===== config.mk =====
export PLATFORM = sky130hd
export DESIGN_NAME = seven_segment_mux_display_unit
export DESIGN_NICKNAME = d
export VERILOG_FILES = /design/src/rtl/ssmd_pkg.sv /design/src/rtl/ssmd_digits.sv /design/src/rtl/ssmd_engine.sv /design/src/rtl/seven_segment_mux_display_unit.sv
export SDC_FILE = /design/constraint.sdc
export NUM_CORES = 1
export LEC_CHECK = 0
export BUFFER_PORTS_ARGS = -buffer_cell sky130_fd_sc_hd__buf_2
export CAP_MARGIN = 20
export CORE_MARGIN = 5
export CORE_UTILIZATION = 45
export CTS_CLUSTER_SIZE = 8
export DETAILED_ROUTE_END_ITERATION = 7
export PLACE_DENSITY_LB_ADDON = 0.08
export SLEW_MARGIN = 0
export SYNTH_ARGS = -nofsm -noshare
export SYNTH_HDL_FRONTEND = slang
export SYNTH_SLANG_ARGS = --single-unit

===== constraint.sdc =====
create_clock -name clk_i -period 6.5 [get_ports clk_i]
set_input_delay 0.65 -clock clk_i [delete_from_list [all_inputs] [get_ports clk_i]]
set_output_delay 0.65 -clock clk_i [all_outputs]
set_load 0.005 [all_outputs]

===== src/rtl/ssmd_pkg.sv =====
// Package for the multiplexed seven-segment display unit.
// Holds item and result types, constants and the segment decode table.
// No dependencies.
package ssmd_pkg;

  typedef logic [3:0]      digit_t;
  typedef logic [3:0][3:0] digits_t;

  typedef struct packed {
    logic        cmd;
    logic [13:0] value;
    logic [15:0] duration_ms;
    logic [2:0]  dot_pos;
  } item_t;

  typedef struct packed {
    logic [6:0]  segments;
    logic        dot;
    logic [3:0]  digit_enable;
    logic        error;
    logic        showing_number;
    logic [13:0] last_value;
    logic        has_value;
  } result_t;

  localparam logic        CmdTick      = 1'b0;
  localparam logic        CmdShow      = 1'b1;
  localparam logic [13:0] ValueMax     = 14'd9999;
  localparam logic [2:0]  NoDot        = 3'd4;
  localparam logic [6:0]  DashPattern  = 7'h40;
  localparam logic [19:0] LoopsMax     = 20'hFFFFF;
  localparam logic [15:0] IdleStepRst  = 16'd2000;
  localparam logic [4:0]  LoopsPerMsRst = 5'd2;

  // register indexes on the configuration port
  localparam logic RegIdleStepTicks = 1'b0;
  localparam logic RegLoopsPerMs    = 1'b1;

  function automatic logic [6:0] seg_pattern(input digit_t d);
    logic [6:0] p;
    case (d)
      4'd0:    p = 7'h3F;
      4'd1:    p = 7'h06;
      4'd2:    p = 7'h5B;
      4'd3:    p = 7'h4F;
      4'd4:    p = 7'h66;
      4'd5:    p = 7'h6D;
      4'd6:    p = 7'h7D;
      4'd7:    p = 7'h07;
      4'd8:    p = 7'h7F;
      4'd9:    p = 7'h6F;
      default: p = 7'h00;
    endcase
    return p;
  endfunction

endpackage


===== src/rtl/ssmd_digits.sv =====
// Splits a value of up to 9999 into four decimal digits.
// Uses reciprocal multiplications in parallel; depends on ssmd_pkg.
module ssmd_digits (
  input  logic [13:0]       value_i,
  output ssmd_pkg::digits_t digits_o
);
  import ssmd_pkg::*;

  logic [29:0] p10;
  logic [26:0] p100;
  logic [27:0] p1000;
  logic [10:0] q10;
  logic [7:0]  q100;
  logic [4:0]  q1000;
  logic [13:0] r0;
  logic [10:0] r1;
  logic [7:0]  r2;

  // v/10, v/100 and v/1000 each straight from the value
  assign p10   = 30'(value_i) * 30'd52429;
  assign p100  = 27'(value_i) * 27'd5243;
  assign p1000 = 28'(value_i) * 28'd8389;
  assign q10   = p10[29:19];
  assign q100  = p100[26:19];
  assign q1000 = p1000[27:23];

  assign r0 = value_i - (14'(q10) * 14'd10);
  assign r1 = q10 - (11'(q100) * 11'd10);
  assign r2 = q100 - (8'(q1000) * 8'd10);

  assign digits_o[0] = r0[3:0];
  assign digits_o[1] = r1[3:0];
  assign digits_o[2] = r2[3:0];
  assign digits_o[3] = q1000[3:0];

endmodule


===== src/rtl/ssmd_engine.sv =====
// Display state and the per-item update: show a number or run one refresh tick.
// Depends on ssmd_pkg and ssmd_digits.
module ssmd_engine (
  input  logic              clk_i,
  input  logic              rst_ni,
  input  logic              step_i,
  input  ssmd_pkg::item_t   item_i,
  input  logic [15:0]       idle_step_ticks_i,
  input  logic [4:0]        loops_per_ms_i,
  output ssmd_pkg::result_t result_o
);
  import ssmd_pkg::*;

  digits_t     digits;
  logic [20:0] loops_full;
  logic [19:0] loops;

  logic        number_mode_q, number_mode_d;
  digit_t      digit_store_q [4];
  logic [2:0]  dot_index_q, dot_index_d;
  logic [1:0]  scan_index_q, scan_index_d;
  logic [19:0] loops_left_q, loops_left_d;
  logic [15:0] idle_countdown_q, idle_countdown_d;
  logic [1:0]  idle_index_q, idle_index_d;
  logic [6:0]  drive_segments_q, drive_segments_d;
  logic        drive_dot_q, drive_dot_d;
  logic [3:0]  drive_digits_q, drive_digits_d;
  logic [13:0] saved_value_q, saved_value_d;
  logic        saved_valid_q, saved_valid_d;
  logic        store_digits;
  logic        error;

  ssmd_digits u_digits (
    .value_i  (item_i.value),
    .digits_o (digits)
  );

  assign loops_full = 21'(loops_per_ms_i) * 21'(item_i.duration_ms);
  assign loops      = loops_full[20] ? LoopsMax : loops_full[19:0];

  always_comb begin
    number_mode_d    = number_mode_q;
    dot_index_d      = dot_index_q;
    scan_index_d     = scan_index_q;
    loops_left_d     = loops_left_q;
    idle_countdown_d = idle_countdown_q;
    idle_index_d     = idle_index_q;
    drive_segments_d = drive_segments_q;
    drive_dot_d      = drive_dot_q;
    drive_digits_d   = drive_digits_q;
    saved_value_d    = saved_value_q;
    saved_valid_d    = saved_valid_q;
    store_digits     = 1'b0;
    error            = 1'b0;
    if (item_i.cmd == CmdShow) begin
      if (item_i.value > ValueMax) begin
        error = 1'b1;
      end else begin
        store_digits     = 1'b1;
        saved_value_d    = item_i.value;
        saved_valid_d    = 1'b1;
        dot_index_d      = item_i.dot_pos;
        scan_index_d     = 2'd0;
        loops_left_d     = loops;
        idle_countdown_d = 16'd0;
        idle_index_d     = 2'd0;
        number_mode_d    = (loops != 20'd0);
      end
    end else if (number_mode_q) begin
      drive_digits_d   = 4'b0001 << scan_index_q;
      drive_segments_d = seg_pattern(digit_store_q[scan_index_q]);
      drive_dot_d      = ({1'b0, scan_index_q} == dot_index_q);
      scan_index_d     = scan_index_q + 2'd1;
      loops_left_d     = loops_left_q - 20'd1;
      // last loop still drives its digit; idle starts on the next tick
      if (loops_left_d == 20'd0) begin
        number_mode_d    = 1'b0;
        idle_countdown_d = 16'd0;
        idle_index_d     = 2'd0;
      end
    end else if (idle_countdown_q == 16'd0) begin
      drive_digits_d   = 4'b1000 >> idle_index_q;
      drive_segments_d = DashPattern;
      drive_dot_d      = 1'b0;
      idle_index_d     = idle_index_q + 2'd1;
      idle_countdown_d = (idle_step_ticks_i == 16'd0) ? 16'd0 : idle_step_ticks_i - 16'd1;
    end else begin
      idle_countdown_d = idle_countdown_q - 16'd1;
    end
  end

  always_ff @(posedge clk_i or negedge rst_ni) begin
    if (!rst_ni) begin
      number_mode_q    <= 1'b0;
      dot_index_q      <= NoDot;
      scan_index_q     <= 2'd0;
      loops_left_q     <= 20'd0;
      idle_countdown_q <= 16'd0;
      idle_index_q     <= 2'd0;
      drive_segments_q <= 7'd0;
      drive_dot_q      <= 1'b0;
      drive_digits_q   <= 4'd0;
      saved_value_q    <= 14'd0;
      saved_valid_q    <= 1'b0;
    end else if (step_i) begin
      number_mode_q    <= number_mode_d;
      dot_index_q      <= dot_index_d;
      scan_index_q     <= scan_index_d;
      loops_left_q     <= loops_left_d;
      idle_countdown_q <= idle_countdown_d;
      idle_index_q     <= idle_index_d;
      drive_segments_q <= drive_segments_d;
      drive_dot_q      <= drive_dot_d;
      drive_digits_q   <= drive_digits_d;
      saved_value_q    <= saved_value_d;
      saved_valid_q    <= saved_valid_d;
    end
  end

  // digit store is always written before number mode reads it
  always_ff @(posedge clk_i) begin
    if (step_i && store_digits) begin
      for (int i = 0; i < 4; i++) begin
        digit_store_q[i] <= digits[i];
      end
    end
  end

  always_comb begin
    result_o.segments       = drive_segments_d;
    result_o.dot            = drive_dot_d;
    result_o.digit_enable   = drive_digits_d;
    result_o.error          = error;
    result_o.showing_number = number_mode_d;
    result_o.last_value     = saved_value_d;
    result_o.has_value      = saved_valid_d;
  end

endmodule


===== src/rtl/seven_segment_mux_display_unit.sv =====
// Four-digit multiplexed seven-segment driver: stream in, stream out, APB registers.
// Depends on ssmd_pkg and ssmd_engine.
//
// Each input item gives exactly one result item. An item with tuser = 1 shows a
// number (0..9999) for loops_per_ms * duration_ms refresh ticks; an item with
// tuser = 0 is one refresh tick that drives the next digit, right to left, or in
// idle mode steps a dash left to right every idle_step_ticks ticks. A value above
// 9999 returns error and changes nothing. The block takes one item per cycle while
// the result is not stalled. An accepted item is held in the input register until
// the result register is free; its result is then loaded there and m_axis_tvalid
// rises. The digit split and scan-length multiply sit between the two registers.
// A stalled result holds the input register and so s_axis_tready.
// Registers: 0x0 idle_step_ticks (16 bits), 0x4 loops_per_ms (5 bits);
// write them only while no item is in flight.
module seven_segment_mux_display_unit (
  input  logic        clk_i,
  input  logic        rst_ni,
  input  logic        s_axis_tvalid,
  output logic        s_axis_tready,
  input  logic [39:0] s_axis_tdata,  // value[13:0], duration_ms[29:14], dot_pos[32:30]
  input  logic        s_axis_tuser,  // cmd
  output logic        m_axis_tvalid,
  input  logic        m_axis_tready,
  output logic [31:0] m_axis_tdata,  // segments[6:0], dot[7], digit_enable[11:8],
                                     // error[12], showing_number[13],
                                     // last_value[27:14], has_value[28]
  input  logic        psel,
  input  logic        penable,
  input  logic        pwrite,
  input  logic [2:0]  paddr,
  input  logic [31:0] pwdata,
  output logic [31:0] prdata,
  output logic        pready
);
  import ssmd_pkg::*;

  logic        in_valid_q;
  item_t       in_item_q;
  logic        out_valid_q;
  result_t     out_result_q;
  result_t     result;
  logic        advance;
  logic [15:0] idle_step_ticks_q;
  logic [4:0]  loops_per_ms_q;
  logic        cfg_write;

  assign advance       = in_valid_q && (!out_valid_q || m_axis_tready);
  assign s_axis_tready = !in_valid_q || advance;

  always_ff @(posedge clk_i or negedge rst_ni) begin
    if (!rst_ni) begin
      in_valid_q  <= 1'b0;
      out_valid_q <= 1'b0;
    end else begin
      if (s_axis_tready) begin
        in_valid_q <= s_axis_tvalid;
      end
      if (advance) begin
        out_valid_q <= 1'b1;
      end else if (m_axis_tready) begin
        out_valid_q <= 1'b0;
      end
    end
  end

  always_ff @(posedge clk_i) begin
    if (s_axis_tready && s_axis_tvalid) begin
      in_item_q.cmd         <= s_axis_tuser;
      in_item_q.value       <= s_axis_tdata[13:0];
      in_item_q.duration_ms <= s_axis_tdata[29:14];
      in_item_q.dot_pos     <= s_axis_tdata[32:30];
    end
    if (advance) begin
      out_result_q <= result;
    end
  end

  ssmd_engine u_engine (
    .clk_i             (clk_i),
    .rst_ni            (rst_ni),
    .step_i            (advance),
    .item_i            (in_item_q),
    .idle_step_ticks_i (idle_step_ticks_q),
    .loops_per_ms_i    (loops_per_ms_q),
    .result_o          (result)
  );

  assign m_axis_tvalid = out_valid_q;
  assign m_axis_tdata  = {3'b000,
                          out_result_q.has_value,
                          out_result_q.last_value,
                          out_result_q.showing_number,
                          out_result_q.error,
                          out_result_q.digit_enable,
                          out_result_q.dot,
                          out_result_q.segments};

  // configuration port
  assign pready    = 1'b1;
  assign cfg_write = psel && penable && pwrite;

  always_ff @(posedge clk_i or negedge rst_ni) begin
    if (!rst_ni) begin
      idle_step_ticks_q <= IdleStepRst;
      loops_per_ms_q    <= LoopsPerMsRst;
    end else if (cfg_write) begin
      case (paddr[2])
        RegIdleStepTicks: idle_step_ticks_q <= pwdata[15:0];
        RegLoopsPerMs:    loops_per_ms_q    <= pwdata[4:0];
        default:          ;
      endcase
    end
  end

  always_comb begin
    case (paddr[2])
      RegIdleStepTicks: prdata = {16'd0, idle_step_ticks_q};
      RegLoopsPerMs:    prdata = {27'd0, loops_per_ms_q};
      default:          prdata = 32'd0;
    endcase
  end

endmodule

==> results of run 1 <==
final timing paths:
kind / startpoint / endpoint / slack [ps]
min reg2reg: u_engine.saved_valid_q$_DFFE_PN0P_ / u_engine.saved_valid_q$_DFFE_PN0P_ / 460
max: in_item_q[28]$_DFFE_PP_ / u_engine.digit_store_q[1][3]$_DFFE_PP_ / -310
max in group asynchronous: rst_ni / u_engine.saved_value_q[6]$_DFFE_PN0P_ / 5170
min: rst_ni / u_engine.loops_left_q[1]$_DFFE_PN0P_ / 90
max reg2reg: in_item_q[28]$_DFFE_PP_ / u_engine.digit_store_q[1][3]$_DFFE_PP_ / -310
min in group clk_i: s_axis_tdata[10] / in_item_q[29]$_DFFE_PP_ / 340
through the flow:
stage                     worst slack [ps]  area [µm²]  util (%)
final                                 -306       22100      52.7
after global routing                  -540       22100      52.7
after CTS                             -230       22000      52.3
after detailed placement              -534       21200      50.4
after global placement                -424       21200      50.4
after floorplan                       -167       19200         -
timing repair:
action	CTS	global route
resized for setup	25	21
pin swaps	15	28
setup buffers	10	3
gates cloned	0	0
setup endpoints to repair	2	3
cell usage in the layout (no fill, tap or decap), types with 17 or more instances in the layout:
| cell type | count |
|---|---|
| mux2_2 | 38 |
| buf_4 | 152 |
| a21oi_1 | 65 |
| ha_1 | 273 |
| a21o_1 | 25 |
| and2_1 | 64 |
| edfxtp_1 | 79 |
| nand2b_1 | 17 |
| xnor2_1 | 33 |
| xor2_1 | 18 |
| buf_2 | 103 |
| fa_1 | 175 |
| nand3_1 | 23 |
| nand2_1 | 112 |
| dfrtp_1 | 86 |
| conb_1 | 20 |
| o21ai_0 | 99 |
| nor3_1 | 39 |
| clkbuf_16 | 17 |
| nor2_1 | 79 |
| inv_1 | 385 |
sequential cells by signal, summed over array words and instances (netlist names):
register and flops:
in_valid_q 1, m_axis_tdata 29, u_engine.saved_value_q 14, idle_step_ticks_q 16
m_axis_tvalid 1, u_engine.scan_index_q 2, loops_per_ms_q 5, u_engine.drive_dot_q 1
u_engine.digit_store_q 16, in_item_q 34, u_engine.saved_valid_q 1, u_engine.loops_left_q 20
u_engine.idle_countdown_q 16, u_engine.drive_segments_q 7, u_engine.dot_index_q 3, u_engine.number_mode_q 1
u_engine.idle_index_q 2, u_engine.drive_digits_q 4
cell type report:
class                      count  area share, %
tap                          539           3.05
clock inverter                15          0.776
sequential                   173           21.4
inverter                     393           6.70
multi-input combinational   1332           58.1
clock buffer                  17           1.93
timing repair buffer         264           8.00
cell families (layout without fill, tap and decap cells):
family          Yosys count  in the layout  synth area share [%]
compound gates          318            318                  10.8
xor+xnor                 58             58                  2.81
fa+ha+maj               464            464                  37.5
buf+inv                 457            689                  9.54
flops                   173            173                  24.8
mux                      45             45                  2.88
other cells               2             20                0.0394
simple gates            427            427                  11.5
per-layer routing:
layer | GRT usage, % | wire length [µm] | vias to the layer above | part of all wire (%)
met4 | 7.62 | 1550 | 0 | 3.3
met3 | 4.05 | 1520 | 67 | 3.2
met5 | 0 | 0 | - | 0
li1 | - | - | 6913 | -
met1 | 26.8 | 20800 | 6979 | 44
met2 | 37.1 | 23600 | 209 | 50
power by group through the flow:
stage / clock network (µW) / registers, µW / logic, µW
final: 1070 / 1930 / 7460
after global routing: 1150 / 1980 / 8570
after CTS: 1110 / 1930 / 7350
after detailed placement: 0 / 1950 / 7020
after global placement: 0 / 1940 / 6880
after floorplan: 0 / 1830 / 5160
worst max-delay path: cells and delay by family, from the launching register on:
| family | cells | cell delay (ps) |
|---|---|---|
| xor gates and xnor gates | 6 | 1150 |
| adders and majority gates | 9 | 3630 |
| AOI/OAI and AO/OA | 5 | 850 |
| buffers and inverters | 5 | 360 |
| and+or+nand+nor | 1 | 140 |
| DFF | 1 | 430 |
==> impl_metrics.py, run 1 <==
metrics = {
    "run_status": {
        "status": "finished with violations",
        "violations": "negative setup slack",
    },
    "grt": {
        "grt_use_total_pct": 21.4,
        "grt.overflow.total": 0,
        "antenna_found_initial": 0,
        "grt_max_degree": 69,
        "grt_pass1_wl_um": 79600,
        "first_global_vias": 15200,
    },
    "clock_network": {
        "clk_pin_slew_ps": 70,
        "cts_buffers": 17,
        "ctsHoldBuffers": 0,
        "clockBufferDepth": 2,
        "clockRootBuffer": "clkbuf_16",
        "clkSinkCount": 173,
        "clk_latency_ps": 480,
        "tritoncts": "done",
        "htreeDepth": 4,
    },
    "synth": {
        "synth-seq-area-share_pct": 24.8,
        "synthFlopType": "dfrtp_1",
        "ys_top_cells_by_area": "fa_1 (19%), ha_1 (19%), edfxtp_1 (12%)",
        "synth_warnings": 0,
        "synth-seq-cells": 173,
        "syn_area_um2": 19100,
        "synth_top_area_share_pct": 18.9,
        "synthTopCellsByCount": "inv_1 (391), ha_1 (284), fa_1 (180)",
        "avgSynthCellArea_um2": 9.80,
        "synthCells": 1944,
        "post-synth-top-count-cell": "inv_1",
        "synthDistinctLibCells": 83,
        "async_flop_share_pct": 54.3,
        "synth_edf_count": 79,
        "synth_top_area_cell": "fa_1",
    },
    "placed_design": {
        "place_inst": 2688,
        "place.gp.congestion": 0.905,
        "numPortBuffers": 104,
        "place_hpwl_um": 38800,
    },
    "die": {
        "die_h_um": 216,
        "core_area_um2": 41900,
        "dieArea_um2": 46600,
        "die_w_um": 216,
        "num_rows": 75,
        "boundaryPins": 150,
        "initial_core_util_pct": 45.4,
    },
    "setup_path": {
        "cp_slowest_stage_delay_ps": 550,
        "cp.required_ps": 6720,
        "critPathKind": "reg2reg",
        "cp_common_cell": "fa_1",
        "reg2regPathDepth": 26,
        "slowest_stage": "fa_1",
        "end_kind": "flip-flop",
        "critPathLaunchType": "flip-flop",
        "crit_path_max_fanout": 3,
        "worstPathArrival_ps": 7030,
    },
    "power_and_ir_drop": {
        "power_frac_comb_pct": 71.3,
        "sequentialPowerShare_pct": 18.5,
        "p_total_uw": 10500,
        "power.density_nw_per_um2": 473,
        "sw_frac_of_total_pct": 46.0,
        "ir_drop_uv": 485,
        "internal_power_uw": 5650,
        "pwr-share-clk_pct": 10.2,
        "p_sw_uw": 4810,
        "p_leak_uw": 0.0110,
    },
    "timing": {
        "fmax_mhz": 147,
        "slew_headroom_pct": 34.3,
        "rsz0062_at_grt": "yes",
        "hold_viol": 0,
        "worst_slew_pin_slew_ps": 985,
        "holdWs_ps": 93.7,
        "fin_skew_ps": 17.6,
        "final_max_slew_viol_count": 0,
        "setup_slack_ps": -306,
        "finalCritPeriodShare_pct": 105,
        "period_minus_slack_ps": 6810,
        "setup_viol": 2,
        "timing.setup.tns_ps": -506,
    },
    "cells_and_area": {
        "area_growth_pct": 15.9,
        "drive_above_1_share_pct": 18.8,
        "register_area_um2": 4730,
        "num-nets-final": 2728,
        "layout.cells.non_filler": 2733,
        "fill_cells": 3890,
        "n_antenna_cell": 0,
        "multiInputGateArea_um2": 12800,
    },
    "hold_path": {
        "hold_path.class": "in2async",
    },
    "drt": {
        "avgViaCountPerCell": 5.18,
        "routed-via-count": 14200,
        "final_antenna_net_count": 0,
        "drt_iter0_drc": 850,
        "drt_pass1_iterations": 5,
        "wl_per_cell_um": 17.4,
        "drt_drc_violations_left": 0,
        "routed_wl_um": 47500,
    },
    "run": {
        "maxCapViolCount": 0,
    },
}
Note: power is estimated with default switching activity, not from simulation.
==> run 2: changes to the inputs <==
clock period = 6.2 ns   (was 6.5 ns; I/O delays follow)
==> impl_metrics.py, run 2 (synthesis gave the netlist of run 1 again) <==
metrics = {
    "drt": {
        "drt_iter0_drc": 641,
        "drt_drc_violations_left": 0,
        "routed_wl_um": 47700,
        "wl_per_cell_um": 17.3,
        "routed-via-count": 14100,
        "final_antenna_net_count": 0,
        "drt_pass1_iterations": 5,
        "avgViaCountPerCell": 5.13,
    },
    "clock_network": {
        "cts_buffers": 17,
        "clockBufferDepth": 2,
        "ctsHoldBuffers": 0,
        "clk_latency_ps": 490,
        "htreeDepth": 4,
        "clk_pin_slew_ps": 80,
        "tritoncts": "done",
        "clockRootBuffer": "clkbuf_16",
        "clkSinkCount": 173,
    },
    "cells_and_area": {
        "fill_cells": 3895,
        "multiInputGateArea_um2": 12900,
        "fin_area_um2": 22300,
        "num-nets-final": 2751,
        "mostFrequentLayoutCells": "inv_1 (383), ha_1 (271), buf_4 (175)",
        "register_area_um2": 4730,
        "drive_above_1_share_pct": 20.1,
        "largest_reg_flops": 34,
        "area_growth_pct": 16.8,
        "final_common_cell": "inv_1",
        "n_antenna_cell": 0,
        "largest_register": "in_item_q",
    },
    "power_and_ir_drop": {
        "p_leak_uw": 0.0111,
        "sw_frac_of_total_pct": 45.4,
        "power_frac_comb_pct": 71.7,
        "power.density_nw_per_um2": 495,
        "internal_power_uw": 6020,
        "p_total_uw": 11000,
        "p_sw_uw": 5010,
        "pwr-share-clk_pct": 9.9,
        "ir_drop_uv": 277,
        "sequentialPowerShare_pct": 18.4,
    },
    "die": {
        "die_w_um": 216,
        "core_area_um2": 41900,
        "dieArea_um2": 46600,
        "boundaryPins": 150,
        "die_h_um": 216,
        "num_rows": 75,
        "initial_core_util_pct": 45.4,
    },
    "placed_design": {
        "numPortBuffers": 104,
        "place_hpwl_um": 39300,
        "place.gp.congestion": 0.866,
        "placed_cell_area_um2": 21300,
    },
    "run_status": {
        "status": "finished with violations",
        "violations": "negative setup slack",
    },
    "timing": {
        "setup_viol": 2,
        "finalCritPeriodShare_pct": 105,
        "worst_slew_pin_slew_ps": 986,
        "period_minus_slack_ps": 6530,
        "slew_headroom_pct": 34.3,
        "fin_skew_ps": 14.3,
        "hold_viol": 0,
        "fmax_mhz": 153,
        "setup_slack_ps": -334,
        "timing.setup.tns_ps": -666,
        "final_max_slew_viol_count": 0,
        "rsz0062_at_grt": "yes",
    },
    "setup_path": {
        "path_buf_inv": 5,
        "worstPathArrival_ps": 6750,
        "end_kind": "flip-flop",
        "slowest_stage": "fa_2",
        "critPathLaunchType": "flip-flop",
        "reg2regPathDepth": 26,
        "cp.required_ps": 6420,
        "worstReg2RegEnd": "u_engine.digit_store_q[1][3]$_DFFE_PP_",
        "critPathKind": "reg2reg",
        "r2r-start": "in_item_q[31]$_DFFE_PP_",
        "cp_common_cell": "fa_1",
        "regToRegSetupSlack_ps": -330,
        "crit_path_max_fanout": 6,
        "cp_slowest_stage_delay_ps": 550,
        "critical-path-top-delay-family": "adder cells",
    },
    "grt": {
        "grt_max_degree": 55,
        "first_global_vias": 15000,
        "antenna_found_initial": 0,
        "grt.overflow.total": 0,
        "grt_pass1_wl_um": 78800,
        "grt_use_total_pct": 21.4,
    },
    "run": {
        "maxCapViolCount": 0,
    },
    "hold_path": {
        "hold_path.class": "in2async",
    },
}
==> run 2: changes by cell type in the layout (fill, tap and decap cells not counted), moves of 3 or more <==
cell,delta
buf_4,+23
clkinv_8,-3
fa_1,-3
fa_2,+3
inv_2,+3
xor2_1,-3
xor2_2,+3
==> run 2: final cells by class <==
| class | instances | area share (%) |
|---|---|---|
| Tap cell | 539 | 3.03 |
| Inverter | 393 | 6.63 |
| Timing Repair Buffer | 287 | 8.77 |
| Sequential cell | 173 | 21.3 |
| Multi-Input combinational cell | 1332 | 57.8 |
| Clock buffer | 18 | 1.93 |
| Clock inverter | 14 | 0.601 |
==> run 2: per-layer routing <==
layer  vias to the layer above  GRT usage [%]  share of wire (%)
li1                       6947              -                  -
met3                        69           3.49                3.3
met1                      6900           26.4                 43
met5                         -              0                  0
met2                       221           37.5                 50
met4                         0           8.26                3.5
==> run 2: how the worst max path moves through the flow <==
stage                            start                                      to  cells after the start
2_1_floorplan  in_item_q[31]$_DFFE_PP_  u_engine.digit_store_q[1][3]$_DFFE_PP_                     27
3_3_place_gp   in_item_q[32]$_DFFE_PP_  u_engine.digit_store_q[1][3]$_DFFE_PP_                     25
3_5_place_dp   in_item_q[27]$_DFFE_PP_  u_engine.digit_store_q[2][3]$_DFFE_PP_                     27
4_1_cts        in_item_q[31]$_DFFE_PP_  u_engine.digit_store_q[2][3]$_DFFE_PP_                     26
5_1_grt        in_item_q[27]$_DFFE_PP_  u_engine.digit_store_q[2][3]$_DFFE_PP_                     28
6_report       in_item_q[31]$_DFFE_PP_  u_engine.digit_store_q[1][3]$_DFFE_PP_                     26
==> run 2: through the flow <==
| stage | util, % | setup slack (ps) | instances | hold slack [ps] |
|---|---|---|---|---|
| after floorplan | - | -464 | 1962 | 324 |
| after global placement | 50.9 | -700 | 2712 | 442 |
| after detailed placement | 50.9 | -740 | 2712 | 444 |
| after CTS | 52.5 | -546 | 2750 | 107 |
| after global routing | 53.1 | -664 | 2756 | 152 |
| final | 53.1 | -334 | 2756 | 121 |
==> run 2: repair_timing <==
| action | in CTS | in global routing |
|---|---|---|
| endpoints found under the hold margin | 0 | 0 |
| gates resized for setup | 16 | 39 |
| setup buffers | 6 | 5 |
| pin swaps | 10 | 31 |
| setup endpoints to repair | 4 | 5 |
==> run 2: power by group through the flow <==
stage	Combinational, µW	Sequential, µW	Clock (µW)
3_3_place_gp	7380	2040	0
2_1_floorplan	5420	1920	0
4_1_cts	7820	2030	1140
6_report	7910	2030	1100
3_5_place_dp	7530	2050	0
5_1_grt	9110	2080	1180
